<file path="src/hw/rtl/qbr_pkg.sv">
package qbr_pkg;

  // result status codes
  localparam logic [1:0] ST_PIXEL  = 2'd0;
  localparam logic [1:0] ST_IDLE   = 2'd1;
  localparam logic [1:0] ST_REJECT = 2'd2;

  // input op codes
  localparam logic OP_START = 1'b0;
  localparam logic OP_NEXT  = 1'b1;

  // wide operand of the shared multiplier
  localparam logic [3:0] A_SD01X = 4'd0;  // s*(x0-x1)
  localparam logic [3:0] A_SD21X = 4'd1;  // s*(x2-x1)
  localparam logic [3:0] A_X2S   = 4'd2;  // 2*s*x
  localparam logic [3:0] A_X     = 4'd3;
  localparam logic [3:0] A_Y     = 4'd4;
  localparam logic [3:0] A_YY    = 4'd5;
  localparam logic [3:0] A_XY    = 4'd6;
  localparam logic [3:0] A_CUR   = 4'd7;
  localparam logic [3:0] A_XX    = 4'd8;

  // narrow operand of the shared multiplier
  localparam logic [3:0] B_D21Y = 4'd0;
  localparam logic [3:0] B_D01Y = 4'd1;
  localparam logic [3:0] B_Y    = 4'd2;
  localparam logic [3:0] B_X    = 4'd3;
  localparam logic [3:0] B_N01X = 4'd4;   // 1-2|x0-x1|
  localparam logic [3:0] B_M01Y = 4'd5;   // |y0-y1|
  localparam logic [3:0] B_T02Y = 4'd6;   // 2|y0-y2|
  localparam logic [3:0] B_N01Y = 4'd7;
  localparam logic [3:0] B_M01X = 4'd8;
  localparam logic [3:0] B_T02X = 4'd9;
  localparam logic [3:0] B_N21X = 4'd10;
  localparam logic [3:0] B_M21Y = 4'd11;
  localparam logic [3:0] B_N21Y = 4'd12;
  localparam logic [3:0] B_M21X = 4'd13;

  // destination of a product
  localparam logic [2:0] D_CUR = 3'd0;
  localparam logic [2:0] D_XY  = 3'd1;
  localparam logic [2:0] D_XX  = 3'd2;
  localparam logic [2:0] D_YY  = 3'd3;
  localparam logic [2:0] D_DX  = 3'd4;
  localparam logic [2:0] D_DY  = 3'd5;
  localparam logic [2:0] D_EX  = 3'd6;
  localparam logic [2:0] D_EY  = 3'd7;

  localparam logic [1:0] ACC_SET = 2'd0;
  localparam logic [1:0] ACC_ADD = 2'd1;
  localparam logic [1:0] ACC_SUB = 2'd2;

  localparam int NUM_UOPS = 17;

  typedef struct packed {
    logic [3:0] asel;
    logic [3:0] bsel;
    logic [2:0] dst;
    logic [1:0] acc;
  } uop_t;

  typedef struct packed {
    logic busy;
    logic done;
  } mul_stat_t;

  function automatic uop_t uop_lookup(input logic [4:0] k);
    uop_t u;
    case (k)
      5'd0:    u = '{A_SD01X, B_D21Y, D_CUR, ACC_SET};
      5'd1:    u = '{A_SD21X, B_D01Y, D_CUR, ACC_SUB};
      5'd2:    u = '{A_X2S,   B_Y,    D_XY,  ACC_SET};
      5'd3:    u = '{A_X,     B_X,    D_XX,  ACC_SET};
      5'd4:    u = '{A_Y,     B_Y,    D_YY,  ACC_SET};
      5'd5:    u = '{A_YY,    B_N01X, D_DX,  ACC_SET};
      5'd6:    u = '{A_XY,    B_M01Y, D_DX,  ACC_ADD};
      5'd7:    u = '{A_CUR,   B_T02Y, D_DX,  ACC_SUB};
      5'd8:    u = '{A_XX,    B_N01Y, D_DY,  ACC_SET};
      5'd9:    u = '{A_XY,    B_M01X, D_DY,  ACC_ADD};
      5'd10:   u = '{A_CUR,   B_T02X, D_DY,  ACC_ADD};
      5'd11:   u = '{A_YY,    B_N21X, D_EX,  ACC_SET};
      5'd12:   u = '{A_XY,    B_M21Y, D_EX,  ACC_ADD};
      5'd13:   u = '{A_CUR,   B_T02Y, D_EX,  ACC_ADD};
      5'd14:   u = '{A_XX,    B_N21Y, D_EY,  ACC_SET};
      5'd15:   u = '{A_XY,    B_M21X, D_EY,  ACC_ADD};
      5'd16:   u = '{A_CUR,   B_T02X, D_EY,  ACC_SUB};
      default: u = '{A_X,     B_X,    D_XX,  ACC_SET};
    endcase
    return u;
  endfunction

endpackage

</file>
<file path="src/hw/rtl/qbr_if.sv">
interface qbr_in_if #(parameter int COORD_BITS = 12);
  logic                  valid;
  logic                  ready;
  logic                  op;
  logic [COORD_BITS-1:0] start_x;
  logic [COORD_BITS-1:0] start_y;
  logic [COORD_BITS-1:0] ctrl_x;
  logic [COORD_BITS-1:0] ctrl_y;
  logic [COORD_BITS-1:0] stop_x;
  logic [COORD_BITS-1:0] stop_y;

  modport source (output valid, op, start_x, start_y, ctrl_x, ctrl_y, stop_x, stop_y,
                  input ready);
  modport sink (input valid, op, start_x, start_y, ctrl_x, ctrl_y, stop_x, stop_y,
                output ready);
endinterface

interface qbr_out_if #(parameter int COORD_BITS = 12);
  logic                  valid;
  logic                  ready;
  logic [COORD_BITS-1:0] pixel_x;
  logic [COORD_BITS-1:0] pixel_y;
  logic [1:0]            status;
  logic                  last_pixel;

  modport source (output valid, pixel_x, pixel_y, status, last_pixel, input ready);
  modport sink (input valid, pixel_x, pixel_y, status, last_pixel, output ready);
endinterface

</file>
<file path="src/hw/rtl/qbr_mul.sv">
// Shift-add signed multiplier: one bit of b per cycle, MSB of b weighs negative.
module qbr_mul #(
  parameter int WA = 48,
  parameter int WB = 14
) (
  input  logic                  clk,
  input  logic                  rst_n,
  input  logic                  start,
  input  logic signed [WA-1:0]  a,
  input  logic signed [WB-1:0]  b,
  output qbr_pkg::mul_stat_t    stat,
  output logic signed [WA-1:0]  p
);

  localparam int CW = $clog2(WB);

  logic              busy_r;
  logic              done_r;
  logic [CW-1:0]     cnt_r;
  logic signed [WA-1:0] a_r;
  logic [WB-1:0]     b_r;
  logic signed [WA-1:0] acc_r;
  logic signed [WA-1:0] term;

  assign term = b_r[0] ? a_r : '0;

  always_ff @(posedge clk) begin
    if (!rst_n) begin
      busy_r <= 1'b0;
      done_r <= 1'b0;
      cnt_r  <= '0;
    end else begin
      done_r <= 1'b0;
      if (start) begin
        busy_r <= 1'b1;
        cnt_r  <= '0;
      end else if (busy_r) begin
        cnt_r <= cnt_r + CW'(1);
        if (cnt_r == CW'(WB - 1)) begin
          busy_r <= 1'b0;
          done_r <= 1'b1;
        end
      end
    end
  end

  always_ff @(posedge clk) begin
    if (start) begin
      a_r   <= a;
      b_r   <= b;
      acc_r <= '0;
    end else if (busy_r) begin
      acc_r <= (cnt_r == CW'(WB - 1)) ? acc_r - term : acc_r + term;
      a_r   <= a_r <<< 1;
      b_r   <= b_r >> 1;
    end
  end

  assign stat.busy = busy_r;
  assign stat.done = done_r;
  assign p         = acc_r;

endmodule

</file>
<file path="src/hw/rtl/quadratic_bezier_rasterizer.sv">
// Quadratic Bezier segment rasterizer, one pixel per transaction.
// in_ch: op=start loads P0 (start), P1 (ctrl), P2 (stop) and returns P0;
//   op=next returns the following pixel, last_pixel marks the curve end.
//   A start whose gradient sign changes returns status rejected; a next with
//   no curve active returns status idle.
// out_ch: one result per accepted input transaction, held in an output
//   register until taken; a stalled receiver holds the block in its final
//   state, and in_ch.ready stays low until the result register is free.
// Flow: a next transaction runs one or two add/compare steps of the error
//   walk, then loads the result register; an idle next or a rejected start
//   goes straight to the result register. A start transaction runs 17
//   products through one shift-add multiplier (a COORD_BITS+2 bit narrow
//   operand each), then compare and fix-up and the first walk step.
// One transaction is in flight at a time; in_ch.ready is high only in idle.
// Reset: synchronous, active low; no curve is active and the output is empty.
module quadratic_bezier_rasterizer #(
  parameter int COORD_BITS = 12,
  parameter int ERR_BITS   = 48
) (
  input  logic  clk,
  input  logic  rst_n,
  qbr_in_if.sink    in_ch,
  qbr_out_if.source out_ch
);

  localparam int CB = COORD_BITS;
  localparam int EB = ERR_BITS;
  localparam int MB = COORD_BITS + 2;

  localparam logic [2:0] S_IDLE     = 3'd0;
  localparam logic [2:0] S_MUL_GO   = 3'd1;
  localparam logic [2:0] S_MUL_WAIT = 3'd2;
  localparam logic [2:0] S_FIN_A    = 3'd3;
  localparam logic [2:0] S_FIN_B    = 3'd4;
  localparam logic [2:0] S_ADV1     = 3'd5;
  localparam logic [2:0] S_ADV2     = 3'd6;
  localparam logic [2:0] S_DONE     = 3'd7;

  localparam logic [1:0] M_IDLE  = 2'd0;
  localparam logic [1:0] M_LINE  = 2'd1;
  localparam logic [1:0] M_LINE1 = 2'd2;
  localparam logic [1:0] M_CURVE = 2'd3;

  logic [2:0] state_r;
  logic [1:0] mode_r;
  logic [4:0] k_r;

  logic [CB-1:0] pos_x_r, pos_y_r, goal_x_r, goal_y_r, mid_x_r, mid_y_r;
  logic          dir_neg_x_r, dir_neg_y_r;
  logic signed [EB-1:0] incr_x_r, incr_y_r, err_r, cross_r, secx_r, secy_r;
  logic signed [EB-1:0] cur_r, ey_r;
  logic          cy_r;

  logic [CB-1:0] res_x_r, res_y_r;
  logic [1:0]    res_st_r;
  logic          res_last_r;

  logic          out_vld_r;
  logic [CB-1:0] out_x_r, out_y_r;
  logic [1:0]    out_st_r;
  logic          out_last_r;

  logic in_acc;
  assign in_acc = in_ch.valid && in_ch.ready;
  assign in_ch.ready = (state_r == S_IDLE);

  // start-time reject check on the raw inputs
  logic rej_x, rej_y, reject;
  assign rej_x = (in_ch.start_x > in_ch.ctrl_x && in_ch.stop_x > in_ch.ctrl_x) ||
                 (in_ch.start_x < in_ch.ctrl_x && in_ch.stop_x < in_ch.ctrl_x);
  assign rej_y = (in_ch.start_y > in_ch.ctrl_y && in_ch.stop_y > in_ch.ctrl_y) ||
                 (in_ch.start_y < in_ch.ctrl_y && in_ch.stop_y < in_ch.ctrl_y);
  assign reject = rej_x || rej_y;

  // small setup terms from P0 (=pos during setup), P1, P2
  logic signed [CB:0]   d01x, d01y, d21x, d21y;
  logic signed [CB+1:0] xc, yc;
  logic [CB-1:0] m01x, m01y, m21x, m21y, m02x, m02y;
  logic sneg;

  assign d01x = $signed({1'b0, pos_x_r}) - $signed({1'b0, mid_x_r});
  assign d01y = $signed({1'b0, pos_y_r}) - $signed({1'b0, mid_y_r});
  assign d21x = $signed({1'b0, goal_x_r}) - $signed({1'b0, mid_x_r});
  assign d21y = $signed({1'b0, goal_y_r}) - $signed({1'b0, mid_y_r});
  assign xc = $signed({2'b00, pos_x_r}) - $signed({1'b0, mid_x_r, 1'b0})
              + $signed({2'b00, goal_x_r});
  assign yc = $signed({2'b00, pos_y_r}) - $signed({1'b0, mid_y_r, 1'b0})
              + $signed({2'b00, goal_y_r});
  assign m01x = (pos_x_r > mid_x_r) ? pos_x_r - mid_x_r : mid_x_r - pos_x_r;
  assign m01y = (pos_y_r > mid_y_r) ? pos_y_r - mid_y_r : mid_y_r - pos_y_r;
  assign m21x = (goal_x_r > mid_x_r) ? goal_x_r - mid_x_r : mid_x_r - goal_x_r;
  assign m21y = (goal_y_r > mid_y_r) ? goal_y_r - mid_y_r : mid_y_r - goal_y_r;
  assign m02x = (pos_x_r > goal_x_r) ? pos_x_r - goal_x_r : goal_x_r - pos_x_r;
  assign m02y = (pos_y_r > goal_y_r) ? pos_y_r - goal_y_r : goal_y_r - pos_y_r;
  assign sneg = dir_neg_x_r ^ dir_neg_y_r;

  qbr_pkg::uop_t uop;
  assign uop = qbr_pkg::uop_lookup(k_r);

  logic signed [EB-1:0] mul_a, mul_p, mul_acc;
  logic signed [MB-1:0] mul_b;
  qbr_pkg::mul_stat_t   mst;

  always_comb begin
    case (uop.asel)
      qbr_pkg::A_SD01X: mul_a = sneg ? -EB'(d01x) : EB'(d01x);
      qbr_pkg::A_SD21X: mul_a = sneg ? -EB'(d21x) : EB'(d21x);
      qbr_pkg::A_X2S:   mul_a = sneg ? -(EB'(xc) <<< 1) : (EB'(xc) <<< 1);
      qbr_pkg::A_X:     mul_a = EB'(xc);
      qbr_pkg::A_Y:     mul_a = EB'(yc);
      qbr_pkg::A_YY:    mul_a = secy_r;
      qbr_pkg::A_XY:    mul_a = cross_r;
      qbr_pkg::A_CUR:   mul_a = cur_r;
      qbr_pkg::A_XX:    mul_a = secx_r;
      default:          mul_a = '0;
    endcase
  end

  always_comb begin
    case (uop.bsel)
      qbr_pkg::B_D21Y: mul_b = MB'(d21y);
      qbr_pkg::B_D01Y: mul_b = MB'(d01y);
      qbr_pkg::B_Y:    mul_b = yc;
      qbr_pkg::B_X:    mul_b = xc;
      qbr_pkg::B_N01X: mul_b = $signed(MB'(1)) - $signed({1'b0, m01x, 1'b0});
      qbr_pkg::B_M01Y: mul_b = $signed({2'b00, m01y});
      qbr_pkg::B_T02Y: mul_b = $signed({1'b0, m02y, 1'b0});
      qbr_pkg::B_N01Y: mul_b = $signed(MB'(1)) - $signed({1'b0, m01y, 1'b0});
      qbr_pkg::B_M01X: mul_b = $signed({2'b00, m01x});
      qbr_pkg::B_T02X: mul_b = $signed({1'b0, m02x, 1'b0});
      qbr_pkg::B_N21X: mul_b = $signed(MB'(1)) - $signed({1'b0, m21x, 1'b0});
      qbr_pkg::B_M21Y: mul_b = $signed({2'b00, m21y});
      qbr_pkg::B_N21Y: mul_b = $signed(MB'(1)) - $signed({1'b0, m21y, 1'b0});
      qbr_pkg::B_M21X: mul_b = $signed({2'b00, m21x});
      default:         mul_b = '0;
    endcase
  end

  qbr_mul #(.WA(EB), .WB(MB)) u_mul (
    .clk   (clk),
    .rst_n (rst_n),
    .start (state_r == S_MUL_GO),
    .a     (mul_a),
    .b     (mul_b),
    .stat  (mst),
    .p     (mul_p)
  );

  // current value of the product's destination, for accumulate
  logic signed [EB-1:0] dst_old;
  always_comb begin
    case (uop.dst)
      qbr_pkg::D_CUR: dst_old = cur_r;
      qbr_pkg::D_XY:  dst_old = cross_r;
      qbr_pkg::D_XX:  dst_old = secx_r;
      qbr_pkg::D_YY:  dst_old = secy_r;
      qbr_pkg::D_DX:  dst_old = incr_x_r;
      qbr_pkg::D_DY:  dst_old = incr_y_r;
      qbr_pkg::D_EX:  dst_old = err_r;
      qbr_pkg::D_EY:  dst_old = ey_r;
      default:        dst_old = '0;
    endcase
    case (uop.acc)
      qbr_pkg::ACC_ADD: mul_acc = dst_old + mul_p;
      qbr_pkg::ACC_SUB: mul_acc = dst_old - mul_p;
      default:          mul_acc = mul_p;
    endcase
  end

  // line setup from pos toward P1 (during curve fix-up) or P2
  logic [CB-1:0] ls_tx, ls_ty, ls_mx, ls_my;
  logic          ls_nx, ls_ny;
  logic signed [EB-1:0] ls_ix, ls_iy;
  assign ls_tx = (state_r == S_FIN_B) ? mid_x_r : goal_x_r;
  assign ls_ty = (state_r == S_FIN_B) ? mid_y_r : goal_y_r;
  assign ls_nx = !(pos_x_r < ls_tx);
  assign ls_ny = !(pos_y_r < ls_ty);
  assign ls_mx = ls_nx ? pos_x_r - ls_tx : ls_tx - pos_x_r;
  assign ls_my = ls_ny ? pos_y_r - ls_ty : ls_ty - pos_y_r;
  assign ls_ix = $signed(EB'(ls_mx));
  assign ls_iy = -$signed(EB'(ls_my));

  // walk terms
  logic [CB-1:0] ln_tx, ln_ty, step_x, step_y;
  logic signed [EB-1:0] e2, sum_iy, sum_ix;
  logic ln_end, lc1, lc2, ccx, ccy, near_line;
  assign ln_tx  = (mode_r == M_LINE1) ? mid_x_r : goal_x_r;
  assign ln_ty  = (mode_r == M_LINE1) ? mid_y_r : goal_y_r;
  assign ln_end = (pos_x_r == ln_tx) && (pos_y_r == ln_ty);
  assign e2     = err_r <<< 1;
  assign lc1    = (e2 >= incr_y_r);
  assign lc2    = (e2 <= incr_x_r);
  assign ccx    = (e2 >= incr_x_r);
  assign ccy    = ((e2 - incr_y_r) <= 0);
  assign step_x = dir_neg_x_r ? pos_x_r - CB'(1) : pos_x_r + CB'(1);
  assign step_y = dir_neg_y_r ? pos_y_r - CB'(1) : pos_y_r + CB'(1);
  assign sum_iy = lc1 ? incr_y_r : '0;
  assign sum_ix = lc2 ? incr_x_r : '0;
  assign near_line = (incr_x_r >= -secy_r) || (incr_y_r <= -secx_r) ||
                     (err_r <= -secy_r) || (ey_r >= -secx_r);

  always_ff @(posedge clk) begin
    if (!rst_n) begin
      state_r     <= S_IDLE;
      mode_r      <= M_IDLE;
      k_r         <= '0;
      pos_x_r     <= '0;
      pos_y_r     <= '0;
      goal_x_r    <= '0;
      goal_y_r    <= '0;
      mid_x_r     <= '0;
      mid_y_r     <= '0;
      dir_neg_x_r <= 1'b0;
      dir_neg_y_r <= 1'b0;
      incr_x_r    <= '0;
      incr_y_r    <= '0;
      err_r       <= '0;
      cross_r     <= '0;
      secx_r      <= '0;
      secy_r      <= '0;
      out_vld_r   <= 1'b0;
    end else begin
      if (out_vld_r && out_ch.ready && state_r != S_DONE) out_vld_r <= 1'b0;
      case (state_r)
        S_IDLE: begin
          if (in_acc) begin
            res_last_r <= 1'b0;
            if (in_ch.op == qbr_pkg::OP_START) begin
              mode_r  <= M_IDLE;
              res_x_r <= '0;
              res_y_r <= '0;
              if (reject) begin
                res_st_r <= qbr_pkg::ST_REJECT;
                state_r  <= S_DONE;
              end else begin
                res_st_r    <= qbr_pkg::ST_PIXEL;
                pos_x_r     <= in_ch.start_x;
                pos_y_r     <= in_ch.start_y;
                mid_x_r     <= in_ch.ctrl_x;
                mid_y_r     <= in_ch.ctrl_y;
                goal_x_r    <= in_ch.stop_x;
                goal_y_r    <= in_ch.stop_y;
                dir_neg_x_r <= !(in_ch.start_x < in_ch.stop_x);
                dir_neg_y_r <= !(in_ch.start_y < in_ch.stop_y);
                k_r         <= '0;
                state_r     <= S_MUL_GO;
              end
            end else if (mode_r == M_IDLE) begin
              res_x_r  <= '0;
              res_y_r  <= '0;
              res_st_r <= qbr_pkg::ST_IDLE;
              state_r  <= S_DONE;
            end else begin
              res_x_r  <= pos_x_r;
              res_y_r  <= pos_y_r;
              res_st_r <= qbr_pkg::ST_PIXEL;
              state_r  <= S_ADV1;
            end
          end
        end
        S_MUL_GO: state_r <= S_MUL_WAIT;
        S_MUL_WAIT: begin
          if (mst.done) begin
            case (uop.dst)
              qbr_pkg::D_CUR: cur_r    <= mul_acc;
              qbr_pkg::D_XY:  cross_r  <= mul_acc;
              qbr_pkg::D_XX:  secx_r   <= mul_acc;
              qbr_pkg::D_YY:  secy_r   <= mul_acc;
              qbr_pkg::D_DX:  incr_x_r <= mul_acc;
              qbr_pkg::D_DY:  incr_y_r <= mul_acc;
              qbr_pkg::D_EX:  err_r    <= mul_acc;
              default:        ey_r     <= mul_acc;
            endcase
            k_r <= k_r + 5'd1;
            state_r <= (k_r == 5'(qbr_pkg::NUM_UOPS - 1)) ? S_FIN_A : S_MUL_GO;
          end
        end
        S_FIN_A: begin
          res_x_r <= pos_x_r;
          res_y_r <= pos_y_r;
          if (cur_r == '0) begin
            dir_neg_x_r <= ls_nx;
            dir_neg_y_r <= ls_ny;
            incr_x_r    <= ls_ix;
            incr_y_r    <= ls_iy;
            err_r       <= ls_ix + ls_iy;
            mode_r      <= M_LINE;
            state_r     <= S_ADV1;
          end else begin
            // flip all terms but cur_r for negative curvature
            if (cur_r < 0) begin
              secx_r   <= -(secx_r <<< 1);
              secy_r   <= -(secy_r <<< 1);
              cross_r  <= -cross_r;
              incr_x_r <= -incr_x_r;
              incr_y_r <= -incr_y_r;
              err_r    <= -err_r;
              ey_r     <= -ey_r;
            end else begin
              secx_r <= secx_r <<< 1;
              secy_r <= secy_r <<< 1;
            end
            state_r <= S_FIN_B;
          end
        end
        S_FIN_B: begin
          if (near_line) begin
            dir_neg_x_r <= ls_nx;
            dir_neg_y_r <= ls_ny;
            incr_x_r    <= ls_ix;
            incr_y_r    <= ls_iy;
            err_r       <= ls_ix + ls_iy;
            mode_r      <= M_LINE1;
          end else begin
            incr_x_r <= incr_x_r - cross_r;
            incr_y_r <= incr_y_r - cross_r;
            err_r    <= incr_x_r + incr_y_r - cross_r;
            mode_r   <= M_CURVE;
          end
          state_r <= S_ADV1;
        end
        S_ADV1: begin
          if (mode_r == M_CURVE) begin
            cy_r <= ccy;
            if (ccx) begin
              if (pos_x_r == goal_x_r) begin
                res_last_r <= 1'b1;
                mode_r     <= M_IDLE;
                state_r    <= S_DONE;
              end else begin
                pos_x_r  <= step_x;
                incr_y_r <= incr_y_r - cross_r;
                incr_x_r <= incr_x_r + secy_r;
                err_r    <= err_r + incr_x_r + secy_r;
                state_r  <= S_ADV2;
              end
            end else begin
              state_r <= S_ADV2;
            end
          end else begin
            state_r <= S_DONE;
            if (ln_end) begin
              if (mode_r == M_LINE1) begin
                // second leg: P1 to P2, P1 comes out again
                dir_neg_x_r <= ls_nx;
                dir_neg_y_r <= ls_ny;
                incr_x_r    <= ls_ix;
                incr_y_r    <= ls_iy;
                err_r       <= ls_ix + ls_iy;
                mode_r      <= M_LINE;
              end else begin
                res_last_r <= 1'b1;
                mode_r     <= M_IDLE;
              end
            end else begin
              err_r <= err_r + sum_iy + sum_ix;
              if (lc1) pos_x_r <= step_x;
              if (lc2) pos_y_r <= step_y;
            end
          end
        end
        S_ADV2: begin
          if (cy_r) begin
            if (pos_y_r == goal_y_r) begin
              res_last_r <= 1'b1;
              mode_r     <= M_IDLE;
            end else begin
              pos_y_r  <= step_y;
              incr_x_r <= incr_x_r - cross_r;
              incr_y_r <= incr_y_r + secx_r;
              err_r    <= err_r + incr_y_r + secx_r;
            end
          end
          state_r <= S_DONE;
        end
        S_DONE: begin
          if (!out_vld_r || out_ch.ready) begin
            out_vld_r  <= 1'b1;
            out_x_r    <= res_x_r;
            out_y_r    <= res_y_r;
            out_st_r   <= res_st_r;
            out_last_r <= res_last_r;
            state_r    <= S_IDLE;
          end
        end
        default: state_r <= S_IDLE;
      endcase
    end
  end

  assign out_ch.valid      = out_vld_r;
  assign out_ch.pixel_x    = out_x_r;
  assign out_ch.pixel_y    = out_y_r;
  assign out_ch.status     = out_st_r;
  assign out_ch.last_pixel = out_last_r;

  a_mul_done_in_wait: assert property (@(posedge clk) disable iff (!rst_n)
    mst.done |-> state_r == S_MUL_WAIT)
    else $error("multiplier finished outside its wait state");

  a_accept_leaves_idle: assert property (@(posedge clk) disable iff (!rst_n)
    in_acc |=> state_r != S_IDLE)
    else $error("accepted transaction did not start work");

  a_done_loads_output: assert property (@(posedge clk) disable iff (!rst_n)
    (state_r == S_DONE && (!out_vld_r || out_ch.ready)) |=> out_vld_r)
    else $error("finished result not loaded into output register");

  a_last_only_on_pixel: assert property (@(posedge clk) disable iff (!rst_n)
    (state_r == S_DONE && res_last_r) |-> res_st_r == qbr_pkg::ST_PIXEL)
    else $error("last pixel flagged on a non-pixel result");

endmodule

</file>
<file path="src/flat_wrapper.sv">
// flat-port wrapper written by rule: the top's interface ports become plain ports
module quadratic_bezier_rasterizer_flat 
#(
  parameter int COORD_BITS = 12,
  parameter int ERR_BITS   = 48
)
  (clk, rst_n, in_ch_valid, in_ch_op, in_ch_start_x, in_ch_start_y, in_ch_ctrl_x, in_ch_ctrl_y, in_ch_stop_x, in_ch_stop_y, in_ch_ready, out_ch_valid, out_ch_pixel_x, out_ch_pixel_y, out_ch_status, out_ch_last_pixel, out_ch_ready);
  qbr_in_if #(.COORD_BITS(COORD_BITS)) in_ch_i ();
  qbr_out_if #(.COORD_BITS(COORD_BITS)) out_ch_i ();
  input  logic clk;
  input  logic rst_n;
  input wire logic [$bits(in_ch_i.valid)-1:0] in_ch_valid;
  input wire logic [$bits(in_ch_i.op)-1:0] in_ch_op;
  input wire logic [$bits(in_ch_i.start_x)-1:0] in_ch_start_x;
  input wire logic [$bits(in_ch_i.start_y)-1:0] in_ch_start_y;
  input wire logic [$bits(in_ch_i.ctrl_x)-1:0] in_ch_ctrl_x;
  input wire logic [$bits(in_ch_i.ctrl_y)-1:0] in_ch_ctrl_y;
  input wire logic [$bits(in_ch_i.stop_x)-1:0] in_ch_stop_x;
  input wire logic [$bits(in_ch_i.stop_y)-1:0] in_ch_stop_y;
  output wire logic [$bits(in_ch_i.ready)-1:0] in_ch_ready;
  output wire logic [$bits(out_ch_i.valid)-1:0] out_ch_valid;
  output wire logic [$bits(out_ch_i.pixel_x)-1:0] out_ch_pixel_x;
  output wire logic [$bits(out_ch_i.pixel_y)-1:0] out_ch_pixel_y;
  output wire logic [$bits(out_ch_i.status)-1:0] out_ch_status;
  output wire logic [$bits(out_ch_i.last_pixel)-1:0] out_ch_last_pixel;
  input wire logic [$bits(out_ch_i.ready)-1:0] out_ch_ready;
  assign in_ch_i.valid = in_ch_valid;
  assign in_ch_i.op = in_ch_op;
  assign in_ch_i.start_x = in_ch_start_x;
  assign in_ch_i.start_y = in_ch_start_y;
  assign in_ch_i.ctrl_x = in_ch_ctrl_x;
  assign in_ch_i.ctrl_y = in_ch_ctrl_y;
  assign in_ch_i.stop_x = in_ch_stop_x;
  assign in_ch_i.stop_y = in_ch_stop_y;
  assign in_ch_ready = in_ch_i.ready;
  assign out_ch_valid = out_ch_i.valid;
  assign out_ch_pixel_x = out_ch_i.pixel_x;
  assign out_ch_pixel_y = out_ch_i.pixel_y;
  assign out_ch_status = out_ch_i.status;
  assign out_ch_last_pixel = out_ch_i.last_pixel;
  assign out_ch_i.ready = out_ch_ready;
  quadratic_bezier_rasterizer #(.COORD_BITS(COORD_BITS), .ERR_BITS(ERR_BITS)) u_core (.clk(clk), .rst_n(rst_n), .in_ch(in_ch_i), .out_ch(out_ch_i));
endmodule
</file>
<file path="config.mk">
export PLATFORM = sky130hd
export DESIGN_NAME = quadratic_bezier_rasterizer_flat
export DESIGN_NICKNAME = d
export VERILOG_FILES = /design/src/hw/rtl/qbr_pkg.sv /design/src/hw/rtl/qbr_if.sv /design/src/hw/rtl/qbr_mul.sv /design/src/hw/rtl/quadratic_bezier_rasterizer.sv /design/src/flat_wrapper.sv
export SDC_FILE = /design/constraint.sdc
export NUM_CORES = 2
export LEC_CHECK = 0
export BUFFER_PORTS_ARGS = -buffer_cell sky130_fd_sc_hd__buf_4
export CORE_MARGIN = 4
export CORE_UTILIZATION = 60
export DETAILED_ROUTE_END_ITERATION = 7
export PLACE_DENSITY = 0.78
export RECOVER_POWER = 25
export SLEW_MARGIN = 5
export SYNTH_ARGS = -nofsm -noshare
export SYNTH_HDL_FRONTEND = slang
export SYNTH_SLANG_ARGS = --single-unit
</file>
<file path="constraint.sdc">
create_clock -name clk -period 7.05 [get_ports clk]
set_input_delay 0.3525 -clock clk [delete_from_list [all_inputs] [get_ports clk]]
set_output_delay 0.3525 -clock clk [all_outputs]
set_load 0.02 [all_outputs]
</file>
==> results.rst, run 1 <==
.. list-table::
   :header-rows: 1

   * - Metric
     - Value
   * - CTS sink cnt
     - 653
   * - Buffers added on ports
     - 105
   * - Total routing usage reported by global routing
     - 65.9%
   * - Stage where the run ended
     - 5_1_grt
   * - Summed instance area of the synthesized netlist
     - 0.0986 mm²
   * - Die extent in x
     - 413 µm
   * - Global-route wire length before repair
     - 830,000 µm
   * - Vias in the first global route
     - 117,000
   * - Number of register bits inferred by synthesis
     - 653
   * - Total number of H-tree levels
     - 3
   * - CTS Root Buffer Type
     - sky130_fd_sc_hd__clkbuf_16
   * - Number of synthesized flops with an enable pin
     - 213
   * - Synth Area per Inst
     - 7.55 µm²
   * - Result of the run
     - stopped before the end
   * - Initial cell density of the core
     - 60.5%
   * - Total nets after synthesis
     - 14,500
   * - Pin count of the biggest net entering global routing
     - 136
   * - Error message
     - [ERROR GRT-0116] Global routing finished with congestion. Check the congestion regions in the DRC Viewer.
   * - Number of buffers between clock root and the deepest sink
     - 3
   * - Number of core rows
     - 148
   * - Total congestion overflow after global routing
     - 80
   * - Share of the yosys chip area belonging to registers
     - 15.4%
   * - Chip Height
     - 413 µm
   * - # IOs
     - 106
   * - Half-perimeter wire length after placement
     - 419,000 µm
   * - Final Wtd Congestion
     - 1.23
   * - Total clock buffers created by CTS
     - 82
   * - Most frequently used flop master after synthesis
     - sky130_fd_sc_hd__dfxtp_1
   * - Ys Warns
     - 0
   * - Async set-or-reset flop fraction in the synthesized netlist
     - 0%
   * - Post-Synthesis Cells
     - 13,000
   * - Distinct cell type count of the synthesized netlist
     - 99
==> kinds of logic after synthesis <==
family / after synthesis / synth area share, %
AO/OA/AOI/OAI: 4252 / 27.9
AND/OR/NAND/NOR: 3903 / 18.9
buffers and inverters: 1491 / 5.70
adder cells (fa/ha/maj): 1348 / 18.9
XOR/XNOR: 1105 / 9.82
flip-flops: 653 / 15.4
multiplexers: 297 / 3.26
==> metal layers <==
layer / track usage, % / GRT overflow
met3: 40.2 / 1
met4: 66.3 / 37
met2: 86.9 / 40
met1: 69.0 / 2
met5: 9.60 / 0
==> through the flow <==
step,setup WS [ns],cell area [µm²],hold WS [ns],std cells
floorplan,-0.0697,98600,0.400,13000
global placement,-0.233,108000,0.401,15800
detailed placement,-0.372,108000,0.406,15800
CTS,0.00355,112000,0.00248,16000
==> Yosys cell counts, types with 34 or more instances <==
cell	count	area share, %
sky130_fd_sc_hd__inv_1	807	3.1
sky130_fd_sc_hd__clkbuf_1	595	2.3
sky130_fd_sc_hd__o221ai_1	65	0.58
sky130_fd_sc_hd__fa_1	238	4.8
sky130_fd_sc_hd__nand2_1	1173	4.5
sky130_fd_sc_hd__xnor2_1	733	6.5
sky130_fd_sc_hd__a31oi_1	183	1.2
sky130_fd_sc_hd__nor2b_1	128	0.81
sky130_fd_sc_hd__o21bai_1	102	0.78
sky130_fd_sc_hd__and2_1	86	0.55
sky130_fd_sc_hd__and3_1	101	0.64
sky130_fd_sc_hd__dfxtp_1	440	8.9
sky130_fd_sc_hd__o31ai_1	78	0.59
sky130_fd_sc_hd__or3_1	127	0.81
sky130_fd_sc_hd__nand4_1	191	1.2
sky130_fd_sc_hd__o211ai_1	127	0.97
sky130_fd_sc_hd__o2111ai_1	37	0.33
sky130_fd_sc_hd__o22ai_1	117	0.74
sky130_fd_sc_hd__nor3_1	264	1.3
sky130_fd_sc_hd__a21oi_1	1206	6.1
sky130_fd_sc_hd__or2_2	54	0.34
sky130_fd_sc_hd__nor4_1	115	0.73
sky130_fd_sc_hd__a211oi_1	220	1.7
sky130_fd_sc_hd__a2111oi_0	44	0.39
sky130_fd_sc_hd__buf_1	67	0.26
sky130_fd_sc_hd__a211o_1	53	0.47
sky130_fd_sc_hd__a221oi_1	133	1.2
sky130_fd_sc_hd__a22oi_1	130	0.99
sky130_fd_sc_hd__edfxtp_1	213	6.5
sky130_fd_sc_hd__o21ai_0	843	4.3
sky130_fd_sc_hd__a21o_1	379	2.9
sky130_fd_sc_hd__mux2_2	39	0.45
sky130_fd_sc_hd__mux2i_1	243	2.5
sky130_fd_sc_hd__or4_1	49	0.37
sky130_fd_sc_hd__nor2_1	1017	3.9
sky130_fd_sc_hd__nand3_1	286	1.5
sky130_fd_sc_hd__o21a_1	111	0.85
sky130_fd_sc_hd__ha_1	1110	14
sky130_fd_sc_hd__nand2b_1	166	1.1
sky130_fd_sc_hd__and4_1	34	0.30
sky130_fd_sc_hd__a41oi_1	38	0.34
sky130_fd_sc_hd__xor2_1	372	3.3
==> repair_timing <==
action,in CTS
setup buffers,1
endpoints found under the hold margin,62
pin swaps,6
endpoints found under the setup margin,98
hold buffers,62
gates resized for setup,25
==> run 2, diff against run 1 <==
- CORE_UTILIZATION: 60 -> 40
- PLACE_DENSITY: 0.78 -> not set
- PLACE_DENSITY_LB_ADDON: not set -> 0.15
- clock period: 7.05 -> 9.2 ns (I/O delays scaled with it)
==> results.rst, run 2 <==
.. list-table::
   :header-rows: 1

   * - Metric
     - Value
   * - Result of the run
     - finished with violations
   * - Violated checks
     - max-capacitance violations, max-slew violations
   * - Ratio of cells with drive above 1 in the final layout
     - 7.39%
   * - Global-route wire length before repair
     - 823,000 µm
   * - Average via count per standard cell
     - 6.81
   * - Total nets after synthesis
     - 14,500 (unchanged)
   * - Synth Area per Inst
     - 7.55 µm² (unchanged)
   * - Max Clk Rate
     - 110 MHz
   * - Commonest non-fill, non-tap cell in the layout
     - sky130_fd_sc_hd__a21oi_1
   * - Total die area
     - 0.254 mm²
   * - Final net count
     - 14,500
   * - Total count of max-transition violations in the final report
     - 497
   * - Number of register bits inferred by synthesis
     - 653 (unchanged)
   * - Most frequently used flop master after synthesis
     - sky130_fd_sc_hd__dfxtp_1
   * - Post-Synthesis Cells
     - 13,000 (unchanged)
   * - Summed instance area of the synthesized netlist
     - 0.0986 mm² (unchanged)
   * - Placed standard-cell area
     - 0.105 mm² (-3.0%)
   * - Maximum net fanout on the critical path
     - 34
   * - # IOs
     - 106 (unchanged)
   * - Worst endpoint required time
     - 9.76 ns
   * - Buffers added on ports
     - 105 (unchanged)
   * - Final standard cell area without fillers
     - 0.109 mm²
   * - Final Skew
     - 0.0981 ns
   * - Min-delay worst type
     - in -> reg
   * - Antenna violations before repair
     - 38
   * - Final hold violation count
     - 0
   * - Final routed wirelength across all metal layers
     - 603,000 µm
   * - Final cycle utilization of the critical path
     - 99.0%
   * - Number of vias after detailed routing
     - 112,000
   * - Die extent in x
     - 504 µm (+22%)
   * - Number of buffers between clock root and the deepest sink
     - 3 (unchanged)
   * - Total clock buffers created by CTS
     - 94 (+15%)
   * - Number of synthesized flops with an enable pin
     - 213 (unchanged)
   * - Top cell types by occurrence after synthesis
     - 1,206 x sky130_fd_sc_hd__a21oi_1, 1,173 x sky130_fd_sc_hd__nand2_1, 1,110 x sky130_fd_sc_hd__ha_1, 1,017 x sky130_fd_sc_hd__nor2_1, 843 x sky130_fd_sc_hd__o21ai_0
   * - RSZ-0062 raised after global routing
     - false
   * - Number of buffers added for setup after CTS
     - 0 (-1)
   * - Post-route DRC
     - 0
   * - Tmin final
     - 9.10 ns
   * - Critical path startpoint category
     - register
   * - Share of the yosys chip area belonging to registers
     - 15.4% (unchanged)
   * - Most frequent cells in the layout
     - 1,202 x sky130_fd_sc_hd__a21oi_1, 1,169 x sky130_fd_sc_hd__nand2_1, 1,109 x sky130_fd_sc_hd__ha_1
   * - Actual transition at the worst max-transition pin
     - 3.07 ns
   * - Clock network latency to the later pin of the worst-skew pair
     - 0.83 ns
   * - Final setup violation count
     - 0
   * - CTS tree
     - built
   * - Number of iterations in the first detailed-routing pass
     - 7
   * - Post-DRT Antenna Nets
     - 0
   * - First DRT Iteration DRCs
     - 15,200
   * - Cells taking the most area after synthesis
     - sky130_fd_sc_hd__ha_1 14%, sky130_fd_sc_hd__dfxtp_1 8.9%, sky130_fd_sc_hd__xnor2_1 6.5%
   * - Cell accounting for the most synthesized area
     - sky130_fd_sc_hd__ha_1
   * - Pin count of the biggest net entering global routing
     - 113
   * - Ys Warns
     - 0 (unchanged)
   * - Start-to-end type of the worst setup path
     - reg -> reg
   * - CTS Root Buffer Type
     - sky130_fd_sc_hd__clkbuf_16
   * - Vias in the first global route
     - 105,000
   * - Post-synth top area share
     - 14.1% (unchanged)
   * - CTS sink cnt
     - 653 (unchanged)
   * - Async set-or-reset flop fraction in the synthesized netlist
     - 0% (unchanged)
   * - Headroom to the max-slew limit
     - -105%
   * - Core area
     - 0.244 mm²
   * - Number of core rows
     - 181 (+22%)
   * - Kind of capture point of the worst setup path
     - register
   * - WL per Instance
     - 36.7 µm
   * - Data arrival time of the critical path
     - 9.66 ns
   * - Count of max-cap constraint violations
     - 15
   * - Final Wtd Congestion
     - 1.12 (-8.2%)
   * - Half-perimeter wire length after placement
     - 489,000 µm (+17%)
   * - Total routing usage reported by global routing
     - 45.0%
   * - Initial cell density of the core
     - 40.4% (-20 points)
   * - Chip Height
     - 504 µm (+22%)
   * - Distinct cell type count of the synthesized netlist
     - 99 (unchanged)
   * - Most common cell in the netlist
     - sky130_fd_sc_hd__a21oi_1
   * - Clock transition at path regs
     - 0.07 ns
   * - Total congestion overflow after global routing
     - 0
   * - Total number of H-tree levels
     - 3 (unchanged)
   * - Area growth from synthesis to layout
     - 10.2%
run 2: path summary, 6_finish.rpt:
check,from,slack [ns],cells past startpoint,endpoint
setup / recovery,u_core.secy_r[8],0.1,21,u_core.incr_y_r[15]
hold / removal,in_ch_stop_y[9],0.03,3,u_core.goal_y_r[9]
setup reg to reg,u_core.secy_r[8],0.1,21,u_core.incr_y_r[15]
hold reg to reg,u_core.res_y_r[8],0.42,0,u_core.out_ch.pixel_y[8]
run 2: layer usage:
metal	GRT usage, %	vias to the layer above	wire [µm]
li1	-	48100	-
met1	50.3	53800	212000
met2	68.9	7406	256000
met3	9.65	2518	54200
met4	47.5	16	80200
met5	0.0188	-	110
run 2: final cells by class:
cell class / count / area [µm²]
inverter: 813 / 3060
antenna: 24 / 60.1
clock inverter: 61 / 800
sequential: 653 / 15200
fill: 25000 / 135000
multi-input combinational: 10900 / 78100
timing repair buffer: 654 / 4950
clock buffer: 116 / 2460
tap: 3202 / 4010
run 2: critical path, cell delays in order, from the launching register on:
cell	delay [ns]
sky130_fd_sc_hd__dfxtp_1	0.50
sky130_fd_sc_hd__nor4_1	0.81
sky130_fd_sc_hd__nand4_1	0.27
sky130_fd_sc_hd__or3_1	0.61
sky130_fd_sc_hd__or4b_1	0.63
sky130_fd_sc_hd__or4_1	0.61
sky130_fd_sc_hd__or3_1	0.42
sky130_fd_sc_hd__xnor2_1	0.28
sky130_fd_sc_hd__ha_1	0.30
sky130_fd_sc_hd__nand4_1	0.24
sky130_fd_sc_hd__nor4_1	0.10
sky130_fd_sc_hd__buf_4	0.16
sky130_fd_sc_hd__and2_1	0.20
sky130_fd_sc_hd__a32o_1	0.26
sky130_fd_sc_hd__a311oi_1	0.58
sky130_fd_sc_hd__o21ai_0	0.38
sky130_fd_sc_hd__a2111oi_2	0.41
sky130_fd_sc_hd__buf_12	0.31
sky130_fd_sc_hd__o21ai_1	0.13
sky130_fd_sc_hd__buf_4	0.25
sky130_fd_sc_hd__a21oi_1	0.84
sky130_fd_sc_hd__a31oi_1	0.40
run 2: repair_timing:
item,CTS,global route
hold buffers,39,0
resized for setup,2,4
setup endpoints to repair,5,24
hold endpoints to repair,39,0
run 2: metrics by stage:
step / setup slack (ns) / util [%] / setup TNS, ns / hold slack [ns] / instances
final: 0.0951 / 44.5 / 0 / 0.0257 / 16400
after global routing: 0.0132 / 44.5 / 0 / 0.0414 / 16400
after CTS: 0.164 / 44.5 / 0 / 0.000892 / 16400
after detailed placement: -0.287 / 43.0 / -0.594 / 0.406 / 16200
after global placement: -0.350 / 43.0 / -0.816 / 0.406 / 16200
after floorplan: 1.94 / - / 0 / 0.400 / 13000
run 2: logic make-up after synthesis:
logic type,synth area share (%)
AO/OA/AOI/OAI,27.9
AND/OR/NAND/NOR,18.9
buffers and inverters,5.70
adder cells (fa/ha/maj),18.9
XOR/XNOR,9.82
flip-flops,15.4
multiplexers,3.26
Power of run 2 is left out: the tool's default activity adds up to more than one toggle a clock period on the data nets, which glitch-free logic cannot reach.
